[src/hdl/two_segment_color_map_defines.svh]
// Assertion macros used by the colour map top-level design file.
`ifndef TWO_SEGMENT_COLOR_MAP_DEFINES_SVH
`define TWO_SEGMENT_COLOR_MAP_DEFINES_SVH

// Checks that the consequent holds in the same cycle as the antecedent.
`define TSCM_ASSERT_NOW(label, ante, cons) \
  label: assert property (@(posedge clk) disable iff (rst) (ante) |-> (cons)) \
    else $error("tscm assertion failed");

// Checks that the consequent holds in the cycle after the antecedent.
`define TSCM_ASSERT_NEXT(label, ante, cons) \
  label: assert property (@(posedge clk) disable iff (rst) (ante) |=> (cons)) \
    else $error("tscm assertion failed");

`endif

[src/hdl/tscm_pkg.sv]
// Package with the shared constants of the two-segment colour map.
package tscm_pkg;

  localparam int unsigned LEVEL_BITS_DEF = 16;
  localparam int unsigned CFG_W          = 16;
  localparam int unsigned IDX_W          = 3;
  localparam int unsigned NUM_W          = 40;
  localparam int unsigned DEN_W          = 32;
  localparam int unsigned QUO_W          = 8;

  localparam logic [IDX_W-1:0] REG_MAX   = 3'd0;
  localparam logic [IDX_W-1:0] REG_PEAK  = 3'd1;
  localparam logic [IDX_W-1:0] REG_RED   = 3'd2;
  localparam logic [IDX_W-1:0] REG_GREEN = 3'd3;
  localparam logic [IDX_W-1:0] REG_BLUE  = 3'd4;

  localparam logic [15:0] MAX_RESET   = 16'd255;
  localparam logic [15:0] PEAK_RESET  = 16'd32768;
  localparam logic [7:0]  RED_RESET   = 8'd255;
  localparam logic [7:0]  GREEN_RESET = 8'd0;
  localparam logic [7:0]  BLUE_RESET  = 8'd0;
  localparam logic [7:0]  FULL_CHANNEL = 8'd255;

endpackage

[src/hdl/tscm_div.sv]
// Pipelined restoring divider, one quotient bit per stage.
module tscm_div (
  input  logic                        clk,
  input  logic [tscm_pkg::QUO_W-1:0]  en,
  input  logic [tscm_pkg::NUM_W-1:0]  num,
  input  logic [tscm_pkg::DEN_W-1:0]  den,
  output logic [tscm_pkg::QUO_W-1:0]  quo
);

  localparam int unsigned NW = tscm_pkg::NUM_W;
  localparam int unsigned DW = tscm_pkg::DEN_W;
  localparam int unsigned QW = tscm_pkg::QUO_W;

  logic [NW-1:0] rem  [QW-1];
  logic [DW-1:0] dens [QW-1];
  logic [QW-1:0] qs   [QW];

  genvar s;
  generate
    for (s = 0; s < QW; s++) begin : g_stage
      logic [NW-1:0] rem_in;
      logic [DW-1:0] den_in;
      logic [QW-1:0] q_in;
      logic [NW-1:0] trial;
      logic          fits;

      if (s == 0) begin : g_first
        assign rem_in = num;
        assign den_in = den;
        assign q_in   = '0;
      end else begin : g_rest
        assign rem_in = rem[s-1];
        assign den_in = dens[s-1];
        assign q_in   = qs[s-1];
      end

      // The shifted divisor never overflows since NW covers DW + QW - 1 bits; the quotient is known to fit in QW bits.
      assign trial = NW'(den_in) << (QW - 1 - s);
      assign fits  = rem_in >= trial;

      always_ff @(posedge clk) begin
        if (en[s]) begin
          qs[s] <= q_in | (fits ? (QW'(1) << (QW - 1 - s)) : '0);
        end
      end

      if (s < QW - 1) begin : g_keep
        always_ff @(posedge clk) begin
          if (en[s]) begin
            rem[s]  <= fits ? rem_in - trial : rem_in;
            dens[s] <= den_in;
          end
        end
      end
    end
  endgenerate

  assign quo = qs[QW-1];

endmodule

[config.mk]
export PLATFORM = sky130hd
export DESIGN_NAME = tscm_div
export DESIGN_NICKNAME = d
export VERILOG_FILES = /design/src/hdl/two_segment_color_map_defines.svh /design/src/hdl/tscm_pkg.sv /design/src/hdl/tscm_div.sv
export SDC_FILE = /design/constraint.sdc
export NUM_CORES = 1
export LEC_CHECK = 0
export ABC_AREA = 0
export BUFFER_PORTS_ARGS = -buffer_cell sky130_fd_sc_hd__buf_4
export CORE_UTILIZATION = 40
export CTS_CLUSTER_DIAMETER = 120
export DETAILED_ROUTE_END_ITERATION = 6
export PLACE_DENSITY_LB_ADDON = 0.1
export SLEW_MARGIN = 20
export SYNTH_ARGS = -nofsm -noshare
export SYNTH_HDL_FRONTEND = slang
export SYNTH_SLANG_ARGS = --single-unit
[constraint.sdc]
create_clock -name clk -period 6.7 [get_ports clk]
set_clock_uncertainty 0.1 [all_clocks]
set_input_delay 0.335 -clock clk [delete_from_list [all_inputs] [get_ports clk]]
set_output_delay 0.335 -clock clk [all_outputs]
set_load 0.1 [all_outputs]
==> results.yml <==
floorplanning:
  die_y_um: 289
  start_util_pct: 40.6
  core_um2: 80900
  io_pins: 89
  dieArea_um2: 83400
  chipWidth_um: 289
  rows: 104
place:
  dpl.hpwl_mm: 62.3
  portBuffers: 88
  placed_area_um2: 34700
  dp_cells: 4167
  gp_congestion: 0.969
layout:
  n_antenna_cell: 0
  seq_area_um2: 16200
  fin_area_um2: 37600
  syn_to_final_growth_pct: 14.4
  finalNonFillerCells: 4362
  fill_cells: 7476
  multi_input_area_um2: 15200
  layout-drive-gt1-share_pct: 9.33
  fin_util_pct: 46.5
  fin_nets: 3597
worst_setup_path:
  worstPathMaxFanout: 34
  worstPathArrival_ns: 4.94
  rr_startpoint: "rem[0][6]"
  crit_type: "flop to flop"
  critPathCaptureType: "flop"
  reg2regPathDepth: 14
  worst_setup_path_start_kind: "flop"
  worstPathRequired_ns: 6.93
  timing.rr.end: "rem[1][7]"
  r2r_slack_ns: 1.99
route:
  antenna_left: 0
  wl_mm: 79.2
  remaining_drc_errors: 0
  drt-vias-per-instance: 5.32
  first_pass_iters: 6
  met2_length_mm: 38.8
  drt-initial-drc-count: 1226
  wl_met3_mm: 2.69
  routed-via-count: 23200
  wl_met1_mm: 33.9
  maxUsedRoutingLayer: "met4"
  avgRoutedWirePerCell_um: 18.2
clock_network:
  path_clk_slew_ns: 0.06
  ctsRootBufferMaster: "clkbuf_16"
  clk_path_buf_depth: 3
  htree_levels: 3
  clock-sinks: 540
  cts_made_buffers: 67
  cts_tree: "built"
  clock_latency_ns: 0.59
synth:
  yosys_warnings: 0
  ys_seq_area_share_pct: 49.3
  synth-edff-count: 540
  syn_nets: 3433
  syn_inst: 3089
  muxShareOfSynthArea_pct: 2.78
  netlist_area_um2: 32900
  ys_async_sr_fraction_pct: 0
  avgSynthCellArea_um2: 10.6
  synth_compound_area_share_pct: 16.8
  synthFlopType: "edfxtp_1"
  synth_xor_area_share_pct: 5.89
  ys_types: 83
  ys_ff_latch: 540
  synth_top_family_by_area: "compound AO/OA/AOI/OAI gates"
  synthSimpleGateAreaFrac_pct: 10.4
  synthAdderAreaFrac_pct: 10.2
sta:
  fin_crit_ns: 4.71
  finalMaxSlewViolations: 0
  fin_crit_sh_pct: 70.3
  rsz0062_at_grt: "false"
  max_slew_margin_pct: 22.8
  hold_violations: 0
  final-setup-viol-count: 0
  clock.fmax_mhz: 212
  worst_slew_pin_slew_ns: 1.13
  tns_ns: 0
grt:
  grt_pass1_vias: 23500
  grt_overflow: 0
  grt_max_degree: 74
  antenna_found_initial: 0
  grtUsageTotal_pct: 19.0
  grt_pass1_wl_mm: 124
min_path:
  hp-class: "input pin to flop"
  hold_end: "rem[0][8]"
  hold_depth: 3
  worstHoldStart: "num[8]"
status:
  outcome: "complete, no violations"
power:
  p_leak_nw: 15.4
  vdd_drop_max_mv: 0.185
  powerDensity_nw_per_um2: 408
flow_run:
  max_cap_viol_count: 0
[area by class of cell]
| type | instances | share of cell area [%] |
|---|---|---|
| flip-flops and latches | 540 | 43.1 |
| well taps | 1060 | 3.53 |
| clock buffers | 75 | 4.65 |
| multi-input cells | 2149 | 40.3 |
| clock inverters | 43 | 1.13 |
| repair buffers | 181 | 4.13 |
| inverters | 314 | 3.13 |
[what timing repair did]
item / in CTS / in global routing
endpoints found under the hold margin: 126 / 0
buffers inserted: 0 / 0
gates resized for setup: 0 / 0
hold buffers: 77 / 0
[layer usage]
layer | up-vias | global-route usage (%)
li1 | 11600 | -
met1 | 10800 | 22.1
met2 | 548 | 34.0
met3 | 182 | 2.56
met4 | 0 | 9.51
met5 | - | 0
[stage by stage]
step	setup WS, ns	power, W	hold slack [ns]
after floorplan	3.21	0.0100	0.300
after global placement	2.16	0.0117	0.301
after detailed placement	2.10	0.0118	0.305
after CTS	2.08	0.0155	0.00565
after global routing	1.97	0.0164	0.0310
final	1.99	0.0153	0.0370
[layout by cell type (no fill, tap or decap), drive strengths merged, types with 9 or more instances in the layout]
| master | netlist | routed |
|---|---|---|
| edfxtp | 540 | 540 |
| inv | 314 | 317 |
| a21oi | 258 | 258 |
| ha | 256 | 256 |
| nand2 | 237 | 237 |
| o21ai | 235 | 235 |
| a21o | 151 | 151 |
| nor2 | 150 | 150 |
| xnor2 | 126 | 126 |
| buf | 19 | 104 |
| xor2 | 95 | 95 |
| dlygate4sd3 | 0 | 77 |
| mux2 | 75 | 75 |
| clkbuf | 67 | 75 |
| nand3 | 57 | 57 |
| nor2b | 43 | 43 |
| nor3 | 39 | 39 |
| nand4 | 38 | 38 |
| nand2b | 36 | 36 |
| o21bai | 35 | 35 |
| o21a | 29 | 29 |
| a211oi | 27 | 27 |
| clkinv | 0 | 27 |
| and3 | 22 | 22 |
| o211ai | 21 | 21 |
| and2 | 17 | 17 |
| a31oi | 16 | 16 |
| nor4 | 13 | 13 |
| o31ai | 11 | 11 |
| a21boi | 9 | 9 |
| a221oi | 9 | 9 |
[critical path: stages, from the launching register on]
cell and delay (ns):
edfxtp_1 0.36, inv_1 0.08, ha_1 0.17, inv_1 0.06, fa_1 0.40, a21o_1 0.17, a21oi_1 0.29, o21ai_0 0.13
o211ai_1 0.22, nand3b_1 0.31, a311oi_1 0.90, nor4b_1 0.24, nor3_4 0.26, buf_4 0.36, mux2_2 0.38
[registers in the layout, indices dropped and copies added, names as in the netlist]
| register | flops |
|---|---|
| rem | 280 |
| dens | 224 |
| qs | 36 |
[worst max path at each step]
stage / slack [ns] / to / cells past startpoint / start
after floorplan: 3.21 / rem[5][3] / 13 / rem[4][2]
after detailed placement: 2.10 / rem[1][7] / 14 / rem[0][6]
after global placement: 2.16 / rem[1][7] / 14 / rem[0][6]
after global routing: 1.97 / rem[5][3] / 13 / rem[4][2]
final: 1.99 / rem[1][7] / 14 / rem[0][6]
after CTS: 2.08 / rem[1][7] / 14 / rem[0][6]
[Yosys cell counts, drive strengths merged (11+ instances only)]
master | n | area (um2)
xor2 | 95 | 832
edfxtp | 540 | 16200
and3 | 22 | 138
mux2 | 75 | 845
and2 | 17 | 106
a211oi | 27 | 213
o31ai | 11 | 82.6
nand4 | 38 | 238
nand2 | 237 | 895
o21a | 29 | 218
inv | 314 | 1180
nand2b | 36 | 225
o21ai | 235 | 1180
a21oi | 258 | 1290
buf | 19 | 97.6
nand3 | 57 | 285
xnor2 | 126 | 1100
a31oi | 16 | 100
nor2 | 150 | 573
clkbuf | 67 | 251
o21bai | 35 | 263
nor3 | 39 | 200
nor2b | 43 | 269
nor4 | 13 | 81.3
ha | 256 | 3200
o211ai | 21 | 158
a21o | 151 | 1130
[power by group]
group / total (W) / switching (W) / internal [W]
Clock: 0.00357 / 0.00138 / 0.00218
Combinational: 0.00636 / 0.00364 / 0.00272
Sequential: 0.00542 / 0.000512 / 0.00490
[kinds of logic after synthesis]
| logic type | Yosys count |
|---|---|
| AOI/OAI and AO/OA | 878 |
| and+or+nand+nor | 705 |
| DFF | 540 |
| buffers and inverters | 400 |
| adders and majority gates | 263 |
| xor gates and xnor gates | 221 |
| muxes | 82 |
Power figures use the tool's default switching activity.
